[config.mk]
export PLATFORM = sky130hd
export DESIGN_NAME = tempo_note_tone_sequencer_core
export DESIGN_NICKNAME = d
export VERILOG_FILES = /design/src/rtl/tnts_pkg.sv /design/src/rtl/tempo_note_tone_sequencer_core.sv
export SDC_FILE = /design/constraint.sdc
export NUM_CORES = 2
export LEC_CHECK = 0
export ABC_CLOCK_PERIOD_IN_PS = 26300
export BUFFER_PORTS_ARGS = -buffer_cell sky130_fd_sc_hd__clkbuf_2
export CORE_UTILIZATION = 55
export CTS_BUF_LIST = sky130_fd_sc_hd__clkbuf_4 sky130_fd_sc_hd__clkbuf_8
export CTS_CLUSTER_SIZE = 14
export DETAILED_ROUTE_END_ITERATION = 16
export PLACE_DENSITY = 0.69
export SLEW_MARGIN = 40
export SYNTH_ARGS = -nofsm -noshare
export SYNTH_HDL_FRONTEND = slang
export SYNTH_SLANG_ARGS = --single-unit
[constraint.sdc]
create_clock -name clock -period 26.3 [get_ports clock]
set_input_delay 2.63 -clock clock [delete_from_list [all_inputs] [get_ports clock]]
set_output_delay 2.63 -clock clock [all_outputs]
set_load 0.05 [all_outputs]
[src/rtl/tnts_pkg.sv]
package tnts_pkg;

   // Item op codes
   localparam logic [2:0] OP_START  = 3'd0;
   localparam logic [2:0] OP_NOTE   = 3'd1;
   localparam logic [2:0] OP_VOLUME = 3'd2;
   localparam logic [2:0] OP_TICK   = 3'd3;
   localparam logic [2:0] OP_STOP   = 3'd4;

   // Register indexes
   localparam logic [1:0] CSR_TONE_CLOCK_HZ     = 2'd0;
   localparam logic [1:0] CSR_TIMER_HZ          = 2'd1;
   localparam logic [1:0] CSR_TEMPO_BPM         = 2'd2;
   localparam logic [1:0] CSR_TICKS_PER_QUARTER = 2'd3;

   localparam int CsrDataWidth = 28;

   // Register reset values
   localparam logic [25:0] TONE_CLOCK_RESET = 26'd6250000;
   localparam logic [27:0] TIMER_HZ_RESET   = 28'd100000000;
   localparam logic [9:0]  TEMPO_RESET      = 10'd120;
   localparam logic [15:0] TPQ_RESET        = 16'd480;

   // Full-scale volume and the duty divisor (twice full scale)
   localparam logic [11:0] VOL_FULL    = 12'd4095;
   localparam logic [25:0] DUTY_DIVISOR = 26'd8190;

   typedef struct packed {
      logic [2:0]  op;
      logic [15:0] pitch_hz;
      logic [15:0] note_ticks;
      logic [11:0] volume_sample;
   } req_type;

   typedef struct packed {
      logic [25:0] pwm_period;
      logic [24:0] pwm_duty;
      logic        sounding;
      logic        note_done;
      logic        stopped;
   } rsp_type;

endpackage

[src/rtl/tempo_note_tone_sequencer_core.sv]
// Channel  | Direction | Handshake             | Payload
// ---------+-----------+-----------------------+------------------------------
// req      | in        | req_valid / req_ready | req_data (tnts_pkg::req_type)
// rsp      | out       | rsp_valid / rsp_ready | rsp_data (tnts_pkg::rsp_type)
// csr      | in        | csr_valid / csr_ready | csr_index, csr_data
//
// One transaction in flight; each request yields one response, and req_ready returns
// with it. Start, stop, tick, unknown ops, ignored notes and silent volume respond
// directly; volume while sounding runs the duty steps; a rest, the duration multiplies
// and division; a tone note, the period division, the duty steps for a nonzero period,
// then the duration. The divider makes 27 or 50 quotient bits, one per cycle. Reset is
// synchronous; csr_ready is always high. A held response stalls the last step.
module tempo_note_tone_sequencer_core (
   input  logic                                clock,
   input  logic                                reset,
   input  logic                                req_valid,
   output logic                                req_ready,
   input  tnts_pkg::req_type                   req_data,
   output logic                                rsp_valid,
   input  logic                                rsp_ready,
   output tnts_pkg::rsp_type                   rsp_data,
   input  logic                                csr_valid,
   output logic                                csr_ready,
   input  logic [1:0]                          csr_index,
   input  logic [tnts_pkg::CsrDataWidth-1:0]   csr_data
);

   // Sequencer states
   localparam logic [3:0] S_IDLE     = 4'd0;
   localparam logic [3:0] S_DIV_LOAD = 4'd1;
   localparam logic [3:0] S_DIV      = 4'd2;
   localparam logic [3:0] S_MUL_DUTY = 4'd3;
   localparam logic [3:0] S_MUL_DEN  = 4'd4;
   localparam logic [3:0] S_MUL_NUM  = 4'd5;
   localparam logic [3:0] S_FINISH   = 4'd6;
   localparam logic [3:0] S_DUTY_EST = 4'd7;
   localparam logic [3:0] S_DUTY_FIX = 4'd8;

   // Division kinds
   localparam logic [1:0] DK_PERIOD   = 2'd0;
   localparam logic [1:0] DK_DURATION = 2'd1;

   // Quotient bits per division kind
   localparam logic [5:0] PERIOD_BITS   = 6'd27;
   localparam logic [5:0] DURATION_BITS = 6'd50;

   // Configuration registers
   logic [25:0] tone_clock_ff, tone_clock_in;
   logic [27:0] timer_hz_ff, timer_hz_in;
   logic [9:0]  tempo_ff, tempo_in;
   logic [15:0] tpq_ff, tpq_in;

   // Sequencer state
   logic [25:0] tone_period_ff, tone_period_in;
   logic [24:0] tone_duty_ff, tone_duty_in;
   logic [11:0] latest_volume_ff, latest_volume_in;
   logic [31:0] ticks_ff, ticks_in;
   logic        tone_on_ff, tone_on_in;
   logic        pending_ff, pending_in;
   logic        stop_ff, stop_in;
   logic        done_ff, done_in;

   // Control
   logic [3:0]  state_ff, state_in;
   logic [1:0]  div_kind_ff, div_kind_in;
   logic [2:0]  op_ff, op_in;
   logic [15:0] freq_ff, freq_in;
   logic [15:0] nt_ff, nt_in;

   // Shared multiplier and divider
   logic [33:0] mul_a;
   logic [15:0] mul_b;
   logic [49:0] mul_prod;
   logic [49:0] prod_ff, prod_in;
   logic [25:0] den_ff, den_in;
   logic [49:0] div_q_ff, div_q_in;
   logic [25:0] div_r_ff, div_r_in;
   logic [25:0] div_d_ff, div_d_in;
   logic [5:0]  div_cnt_ff, div_cnt_in;

   // Response register
   logic        rsp_valid_ff, rsp_valid_in;
   tnts_pkg::rsp_type rsp_data_ff, rsp_data_in;

   // Helper signals
   logic        req_fire;
   logic        out_free;
   logic [26:0] div_r_ext;
   logic        div_ge;
   logic [26:0] per_num;
   logic [9:0]  tempo_eff;
   logic [15:0] tpq_eff;
   logic [33:0] timer60;
   logic [31:0] tick_next;
   logic [31:0] dur_sat;
   logic [36:0] duty_half;
   logic [37:0] duty_sum;
   logic [37:0] duty_rem;
   logic        duty_fix;

   assign req_ready = (state_ff == S_IDLE);
   assign req_fire  = req_valid && req_ready;
   assign csr_ready = 1'b1;
   assign rsp_valid = rsp_valid_ff;
   assign rsp_data  = rsp_data_ff;
   assign out_free  = !rsp_valid_ff || rsp_ready;

   // Operand preparation
   assign per_num   = {1'b0, tone_clock_ff} + {12'd0, freq_ff[15:1]};
   assign tempo_eff = (tempo_ff == 10'd0) ? 10'd1 : tempo_ff;
   assign tpq_eff   = (tpq_ff == 16'd0) ? 16'd1 : tpq_ff;
   assign timer60   = {timer_hz_ff, 6'd0} - {4'd0, timer_hz_ff, 2'd0};
   assign tick_next = ticks_ff - {31'd0, (ticks_ff != 32'd0)};

   // Divider step: shift one dividend bit into the remainder, subtract if it fits
   assign div_r_ext = {div_r_ff, div_q_ff[49]};
   assign div_ge    = (div_r_ext >= {1'b0, div_d_ff});

   // Saturate the duration quotient to 32 bits
   assign dur_sat = (div_q_ff[49:32] != 18'd0) ? 32'hFFFF_FFFF : div_q_ff[31:0];

   // Duty divide by 8190: halve, then divide by 4095 as a sum of 12-bit shifts;
   // the estimate is the quotient or one short, and one compare settles it
   assign duty_half = prod_ff[37:1];
   assign duty_sum  = {1'b0, duty_half} + {13'd0, duty_half[36:12]}
                    + {25'd0, duty_half[36:24]} + {37'd0, duty_half[36]};
   assign duty_rem  = prod_ff[37:0] - {div_q_ff[24:0], 13'd0}
                    + {12'd0, div_q_ff[24:0], 1'b0};
   assign duty_fix  = (duty_rem >= {12'd0, tnts_pkg::DUTY_DIVISOR});

   // Select multiplier operands per step
   always_comb begin
      unique case (state_ff)
         S_MUL_DUTY: begin
            mul_a = {8'd0, tone_period_ff};
            mul_b = {4'd0, latest_volume_ff};
         end
         S_MUL_DEN: begin
            mul_a = {24'd0, tempo_eff};
            mul_b = tpq_eff;
         end
         default: begin
            mul_a = timer60;
            mul_b = nt_ff;
         end
      endcase
   end

   assign mul_prod = mul_a * mul_b;

   // Next-state logic
   always_comb begin
      tone_clock_in    = tone_clock_ff;
      timer_hz_in      = timer_hz_ff;
      tempo_in         = tempo_ff;
      tpq_in           = tpq_ff;
      tone_period_in   = tone_period_ff;
      tone_duty_in     = tone_duty_ff;
      latest_volume_in = latest_volume_ff;
      ticks_in         = ticks_ff;
      tone_on_in       = tone_on_ff;
      pending_in       = pending_ff;
      stop_in          = stop_ff;
      done_in          = done_ff;
      state_in         = state_ff;
      div_kind_in      = div_kind_ff;
      op_in            = op_ff;
      freq_in          = freq_ff;
      nt_in            = nt_ff;
      prod_in          = prod_ff;
      den_in           = den_ff;
      div_q_in         = div_q_ff;
      div_r_in         = div_r_ff;
      div_d_in         = div_d_ff;
      div_cnt_in       = div_cnt_ff;
      rsp_valid_in     = rsp_valid_ff;
      rsp_data_in      = rsp_data_ff;

      // Drop the response once taken
      if (rsp_valid_ff && rsp_ready) begin
         rsp_valid_in = 1'b0;
      end

      // Write configuration registers
      if (csr_valid && csr_ready) begin
         unique case (csr_index)
            tnts_pkg::CSR_TONE_CLOCK_HZ:     tone_clock_in = csr_data[25:0];
            tnts_pkg::CSR_TIMER_HZ:          timer_hz_in   = csr_data[27:0];
            tnts_pkg::CSR_TEMPO_BPM:         tempo_in      = csr_data[9:0];
            tnts_pkg::CSR_TICKS_PER_QUARTER: tpq_in        = csr_data[15:0];
         endcase
      end

      unique case (state_ff)
         S_IDLE: begin
            if (req_fire) begin
               op_in   = req_data.op;
               freq_in = req_data.pitch_hz;
               nt_in   = req_data.note_ticks;
               done_in = 1'b0;
               state_in = S_FINISH;
               if (req_data.op == tnts_pkg::OP_START || req_data.op == tnts_pkg::OP_STOP) begin
                  stop_in      = (req_data.op == tnts_pkg::OP_STOP);
                  tone_on_in   = 1'b0;
                  tone_duty_in = 25'd0;
                  pending_in   = 1'b0;
                  ticks_in     = 32'd0;
               end else if (req_data.op == tnts_pkg::OP_NOTE) begin
                  if (!stop_ff) begin
                     if (req_data.pitch_hz == 16'd0) begin
                        tone_on_in   = 1'b0;
                        tone_duty_in = 25'd0;
                        state_in     = S_MUL_DEN;
                     end else begin
                        div_kind_in = DK_PERIOD;
                        state_in    = S_DIV_LOAD;
                     end
                  end
               end else if (req_data.op == tnts_pkg::OP_VOLUME) begin
                  latest_volume_in = req_data.volume_sample;
                  if (tone_on_ff) begin
                     state_in = S_MUL_DUTY;
                  end
               end else if (req_data.op == tnts_pkg::OP_TICK) begin
                  if (pending_ff) begin
                     ticks_in = tick_next;
                     if (tick_next == 32'd0) begin
                        pending_in = 1'b0;
                        done_in    = 1'b1;
                     end
                  end
               end
            end
         end

         S_DIV_LOAD: begin
            // Left-align the dividend so the quotient lands in the low bits
            div_r_in = 26'd0;
            state_in = S_DIV;
            unique case (div_kind_ff)
               DK_PERIOD: begin
                  div_q_in   = {per_num, 23'd0};
                  div_d_in   = {10'd0, freq_ff};
                  div_cnt_in = PERIOD_BITS;
               end
               default: begin
                  div_q_in   = prod_ff;
                  div_d_in   = den_ff;
                  div_cnt_in = DURATION_BITS;
               end
            endcase
         end

         S_DIV: begin
            div_r_in   = div_ge ? 26'(div_r_ext - {1'b0, div_d_ff}) : div_r_ext[25:0];
            div_q_in   = {div_q_ff[48:0], div_ge};
            div_cnt_in = div_cnt_ff - 6'd1;
            if (div_cnt_ff == 6'd0) begin
               // Quotient complete: dispatch on what it was for
               div_r_in   = div_r_ff;
               div_q_in   = div_q_ff;
               div_cnt_in = div_cnt_ff;
               unique case (div_kind_ff)
                  DK_PERIOD: begin
                     tone_period_in = div_q_ff[25:0];
                     if (div_q_ff[25:0] != 26'd0) begin
                        tone_on_in = 1'b1;
                        state_in   = S_MUL_DUTY;
                     end else begin
                        tone_on_in   = 1'b0;
                        tone_duty_in = 25'd0;
                        state_in     = S_MUL_DEN;
                     end
                  end
                  default: begin
                     ticks_in   = dur_sat;
                     pending_in = (dur_sat != 32'd0);
                     done_in    = (dur_sat == 32'd0);
                     state_in   = S_FINISH;
                  end
               endcase
            end
         end

         S_MUL_DUTY: begin
            prod_in  = mul_prod;
            state_in = S_DUTY_EST;
         end

         S_DUTY_EST: begin
            div_q_in = {25'd0, duty_sum[36:12]};
            state_in = S_DUTY_FIX;
         end

         S_DUTY_FIX: begin
            tone_duty_in = div_q_ff[24:0] + {24'd0, duty_fix};
            state_in = (op_ff == tnts_pkg::OP_NOTE) ? S_MUL_DEN : S_FINISH;
         end

         S_MUL_DEN: begin
            prod_in  = mul_prod;
            state_in = S_MUL_NUM;
         end

         S_MUL_NUM: begin
            den_in      = prod_ff[25:0];
            prod_in     = mul_prod;
            div_kind_in = DK_DURATION;
            state_in    = S_DIV_LOAD;
         end

         S_FINISH: begin
            // Hold until the response slot is free
            if (out_free) begin
               rsp_valid_in            = 1'b1;
               rsp_data_in.pwm_period  = tone_period_ff;
               rsp_data_in.pwm_duty    = tone_on_ff ? tone_duty_ff : 25'd0;
               rsp_data_in.sounding    = tone_on_ff;
               rsp_data_in.note_done   = done_ff;
               rsp_data_in.stopped     = stop_ff;
               state_in                = S_IDLE;
            end
         end

         default: begin
            state_in = S_IDLE;
         end
      endcase
   end

   // Control and state registers
   always_ff @(posedge clock) begin
      if (reset) begin
         tone_clock_ff    <= tnts_pkg::TONE_CLOCK_RESET;
         timer_hz_ff      <= tnts_pkg::TIMER_HZ_RESET;
         tempo_ff         <= tnts_pkg::TEMPO_RESET;
         tpq_ff           <= tnts_pkg::TPQ_RESET;
         tone_period_ff   <= 26'd0;
         tone_duty_ff     <= 25'd0;
         latest_volume_ff <= tnts_pkg::VOL_FULL;
         ticks_ff         <= 32'd0;
         tone_on_ff       <= 1'b0;
         pending_ff       <= 1'b0;
         stop_ff          <= 1'b0;
         done_ff          <= 1'b0;
         state_ff         <= S_IDLE;
         div_kind_ff      <= DK_PERIOD;
         rsp_valid_ff     <= 1'b0;
      end else begin
         tone_clock_ff    <= tone_clock_in;
         timer_hz_ff      <= timer_hz_in;
         tempo_ff         <= tempo_in;
         tpq_ff           <= tpq_in;
         tone_period_ff   <= tone_period_in;
         tone_duty_ff     <= tone_duty_in;
         latest_volume_ff <= latest_volume_in;
         ticks_ff         <= ticks_in;
         tone_on_ff       <= tone_on_in;
         pending_ff       <= pending_in;
         stop_ff          <= stop_in;
         done_ff          <= done_in;
         state_ff         <= state_in;
         div_kind_ff      <= div_kind_in;
         rsp_valid_ff     <= rsp_valid_in;
      end
   end

   // Datapath registers
   always_ff @(posedge clock) begin
      op_ff       <= op_in;
      freq_ff     <= freq_in;
      nt_ff       <= nt_in;
      prod_ff     <= prod_in;
      den_ff      <= den_in;
      div_q_ff    <= div_q_in;
      div_r_ff    <= div_r_in;
      div_d_ff    <= div_d_in;
      div_cnt_ff  <= div_cnt_in;
      rsp_data_ff <= rsp_data_in;
   end

endmodule

Yosys cells after proc, flatten, opt, wreduce, memory -nomap -nowiden. Index checks and enable logic that the tools add are counted.

Output and inout bits: 57. Input port bits: 82. Flip-flop bits (word level): 459. Logic and storage cells: 207.

Magnitude comparators: 2. Reduce and logical (&&, ||, !) cells: 43. Eq/ne operators: 34. Bitwise operators: 2. Multiply operators: 1. Add/sub/neg operators: 11. Multiplexer cells: 84.

Operator list (count): $mux 32 (9); $mux 25 (8); $pmux 50 s3 (1); $mux 50 (2); $pmux 25 s3 (1); $pmux 34 s2 (1); $logic_not 32->1 (2); $pmux 32 s2 (1); $reduce_bool 32->1 (2); $mux 26 (2); $pmux 26 s2 (1); $mul 34x16->50 (1); $add 38x26->38 (1); $ge 38x13->1 const B (1); $sub 38x38->38 (1); $add 37x1->37 (1); $add 37x13->37 (1); $add 37x25->37 (1); $pmux 4 s9 (1); $sub 34x30->34 (1); $logic_not 16->1 (2); $mux 16 (2); $pmux 16 s2 (1); $sub 32x1->32 (1); 49 further kinds (132).

Depth between registers and ports, before layout.
Word-level depth: 11. Mapped depth: 37. Gate-level depth less buffers: 37.

Least setup slack after synthesis. Ideal clock, no wire load.

Kind: register to register. From: reg timer_hz_ff[4]. To: reg prod_ff[49] (data pin). Slack: 17.592 ns. Stages on the path, launching flop included: 34. Period minus slack after synthesis: 8.708 ns. Library setup time: 0.260 ns. Required time: 26.040 ns. Arrival time: 8.448 ns. Buffers on the path: 1. Path through: dfxtp_1 > inv_1 > ha_1 > a41oi_2 > o21bai_2 > a2111oi_4 > o311ai_2 > a21o_2 > a211o_2 > xnor2_1 > o31ai_1 > buf_2 > nand2_1 > fa_1 > fa_1 > fa_1 > inv_1 > fa_1 > fa_1 > inv_1 > fa_1 > inv_1 > ha_1 > and2_1 > o21a_1 > nor2_1 > o21ai_0 > a221o_1 > a31o_2 > a31oi_1 > o311ai_0 > a21o_1 > a21oi_1 > xnor2_1.

Word-level cells in the longest chain between the ends: 3.

RTL lines: start: declaration (RTL line tempo_note_tone_sequencer_core.sv:49) `logic [27:0] timer_hz_ff, timer_hz_in;`; start signal: assignment (RTL line tempo_note_tone_sequencer_core.sv:335) `timer_hz_ff <= tnts_pkg::TIMER_HZ_RESET;`; start signal: assignment (RTL line tempo_note_tone_sequencer_core.sv:351) `timer_hz_ff <= timer_hz_in;`; $sub 34x30->34 (RTL line tempo_note_tone_sequencer_core.sv:112) `assign timer60 = {timer_hz_ff, 6'd0} - {4'd0, timer_hz_ff, 2'd0};`; $pmux 34 s2 (RTL line tempo_note_tone_sequencer_core.sv:133) `unique case (state_ff)`; $mul 34x16->50 (RTL line tempo_note_tone_sequencer_core.sv:149) `assign mul_prod = mul_a * mul_b;`; net mul_prod[49] (RTL line tempo_note_tone_sequencer_core.sv:73) `logic [49:0] mul_prod;`; end signal: assignment (RTL line tempo_note_tone_sequencer_core.sv:373) `prod_ff <= prod_in;`; end: declaration (RTL line tempo_note_tone_sequencer_core.sv:74) `logic [49:0] prod_ff, prod_in;`.

The timed path passes the listed nets, and every way through them passes these cells. A chain may end at the register's enable or synchronous reset.

Final worst setup path. Ends and elaborated chain as after synthesis.

==> impl_metrics.py <==
metrics = {
    "worst_setup_path": {
        "crit-reg2reg-launch": "timer_hz_ff[4]",
        "timing.rr.end": "prod_ff[49]",
        "cp_data_arrival_time_ns": 10.47,
        "max_stage_delay_ns": 0.60,
        "worst_setup_path_end_kind": "register",
        "startpoint": "timer_hz_ff[4]",
        "worst-path-buf-inv": 4,
        "start_kind": "register",
        "timing.critical_path.slowest_stage_cell": "sky130_fd_sc_hd__a22o_1",
        "worst_reg2reg_path_depth": 34,
        "cp_common_cell": "sky130_fd_sc_hd__fa_1",
        "path_class": "reg2reg",
        "critPathRequiredTime_ns": 26.73,
        "cpLargestDelayFamily": "compound AO/OA/AOI/OAI gates",
        "path_max_fanout": 9,
        "reg2reg_slack_ns": 16.26,
    },
    "sta": {
        "time_the_worst_path_needs_with_i_o_delays_and_setup_ns": 10.04,
        "grt_setup_unrepaired": "no",
        "final_critical_path_setup_slack_ns": 16.26,
        "worstMarginPinSlew_ns": 0.840,
        "fin_crit_share": 0.382,
        "final_hold_viol_count": 0,
        "max_slew_violation_count": 0,
        "relSlewSlack": 0.439,
        "worst_clock_skew_ns": 0.0650,
        "max_freq_mhz": 99.6,
        "finalSetupViolations": 0,
        "final.setup.tns_ns": 0,
    },
    "worst_hold_path": {
        "worst_hold_path_cells": 0,
        "min_from": "done_ff",
        "min_path_type": "reg2reg",
        "timing.hold.worst_endpoint": "rsp_data[1]",
    },
    "cts": {
        "cts_tree": "yes",
        "cts-buffers-inserted": 81,
        "clk_root_buffer_cell": "sky130_fd_sc_hd__clkbuf_8",
        "cts_setup_buffers": 0,
        "clkLatencyLatePin_ns": 0.73,
        "cts_sinks": 458,
        "cts.repair.resized": 0,
        "maximum_root_to_sink_buffer_count": 3,
        "cts_htree_levels": 3,
        "cts.reportedPaths.clkPinSlew_ns": 0.06,
        "cts_hold_buf": 0,
    },
    "finish": {
        "fill_cells": 7043,
        "drive_above_1_share": 0.0883,
        "final_common_cell": "sky130_fd_sc_hd__nand2_1",
        "area_growth_syn_to_layout_pct": 8.15,
        "final_nets": 5797,
        "final_cell_mix": "sky130_fd_sc_hd__nand2_1, sky130_fd_sc_hd__inv_1, sky130_fd_sc_hd__fa_1",
        "multi_input_area_um2": 28700,
        "final-seq-area_um2": 11900,
        "final_cell_area_um2": 47600,
    },
    "detailed_routing": {
        "routed-via-count": 35888,
        "via_per_inst": 5.91,
        "drtPass1Iterations": 8,
        "drt_wl_total_um": 139000,
        "detail-route-antenna-nets": 0,
        "drt-wirelength-per-cell_um": 22.8,
        "drt_iter0_drc": 3353,
        "drc": 0,
    },
    "floorplanning": {
        "die_width_um": 285,
        "num_io_pins": 139,
        "floorplan.die.height_um": 285,
        "initial_utilization": 0.557,
        "floorplan_core_area_um2": 79000,
        "count_of_standard_cell_rows": 103,
        "floorplan.die_area_um2": 81100,
    },
    "yosys": {
        "synth.largest_area_cell": "sky130_fd_sc_hd__fa_1",
        "synth_enable_flop_cells": 273,
        "syn-mean-instance-area_um2": 8.98,
        "synth_fp_nets": 5742,
        "sequential_element_share_of_the_synthesized_area": 0.271,
        "proportion_of_synthesized_flip_flops_having_asynchronous_set_or_reset": 0,
        "post_synth_inst_count": 4897,
        "synth_cell_types": 99,
        "portion_of_synthesized_cell_area_occupied_by_the_leading_cell_type": 0.216,
        "yosys_register_bits": 458,
        "synthesized_area_um2": 44000,
        "ys.flop_type": "sky130_fd_sc_hd__edfxtp_1",
        "synth_warnings": 0,
        "yosys-top-cells-area": "sky130_fd_sc_hd__fa_1, sky130_fd_sc_hd__edfxtp_1, sky130_fd_sc_hd__dfxtp_1",
    },
    "global_routing": {
        "grt_pass1_wl_um": 212000,
        "global_route.usage.total": 0.345,
        "grt_antenna_before_repair": 3,
        "grt_max_degree": 95,
        "grt.overflow.total": 0,
        "first_global_vias": 35702,
    },
    "run": {
        "max_cap_violations": 0,
    },
    "placed_design": {
        "area_after_dpl_um2": 45700,
        "placement.io_buffers": 137,
        "place_hpwl_um": 105000,
        "gp_congestion": 0.962,
        "placement.setup.worst_slack_ns": 16.49,
    },
    "status": {
        "outcome": "completed",
    },
}
[cell usage after synthesis (all sizes together), types with 19 or more instances]
library cell  number
nand2            715
inv              692
fa               475
nor2             385
ha               288
edfxtp           273
a21oi            261
clkbuf           199
dfxtp            185
o21ai            154
and2             121
xnor2            113
nor3              94
a21o              85
a22oi             80
xor2              75
nand3             63
nor2b             40
nand4             36
a221oi            34
nor4              34
a211o             31
buf               31
nand2b            31
o21a              29
nand3b            27
a31oi             26
and3              26
a211oi            24
or3               20
mux2              19
[flip-flops by register name (all words and copies together) (netlist names), 25 cells and up]
| signal | count |
|---|---|
| ticks_ff | 32 |
| div_r_ff | 26 |
| tone_period_ff | 26 |
| prod_ff | 50 |
| den_ff | 26 |
| tone_clock_ff | 26 |
| timer_hz_ff | 28 |
| rsp_data | 54 |
| div_q_ff | 50 |
| div_d_ff | 26 |
| tone_duty_ff | 25 |
[metrics by stage]
step	hold WS (ns)	utilization	instances
6_report	0.442	0.602	6071
5_1_grt	0.443	0.602	6070
3_3_place_gp	0.448	0.578	5916
2_1_floorplan	0.408	-	4897
3_5_place_dp	0.448	0.578	5917
4_1_cts	0.446	0.602	6067
[logic make-up after synthesis]
family / count (synthesis) / synth area share
AND/OR/NAND/NOR: 1641 / 0.170
buffers and inverters: 922 / 0.0798
AO/OA/AOI/OAI: 887 / 0.135
adder cells (fa/ha/maj): 763 / 0.298
flip-flops: 458 / 0.271
XOR/XNOR: 188 / 0.0374
multiplexers: 37 / 0.00896
other: 1 / 0.0000853
[worst max-delay path by stage]
stage                  end  cells past startpoint  slack (ns)
4_1_cts        prod_ff[49]                     34       16.43
6_report       prod_ff[49]                     34       16.26
3_3_place_gp   prod_ff[49]                     34       16.46
2_1_floorplan  prod_ff[49]                     33       17.59
3_5_place_dp   prod_ff[49]                     34       16.49
5_1_grt        prod_ff[49]                     34       15.94
[final cells by class]
class / count / share of cell area
inverter: 692 / 0.0546
clock buffer: 120 / 0.0318
timing repair buffer: 202 / 0.0253
clock inverter: 30 / 0.00716
tap: 1050 / 0.0276
antenna: 2 / 0.000105
multi-input combinational: 3517 / 0.603
sequential: 458 / 0.250
[per-layer routing]
layer  routed length, um  track usage
met4                8230        0.174
met2               61400        0.537
met5                  12            0
met3               13200       0.0830
met1               55800        0.449
Power is left out: the tool's default activity adds up to more than one toggle a clock period on the data nets, which glitch-free logic cannot reach.
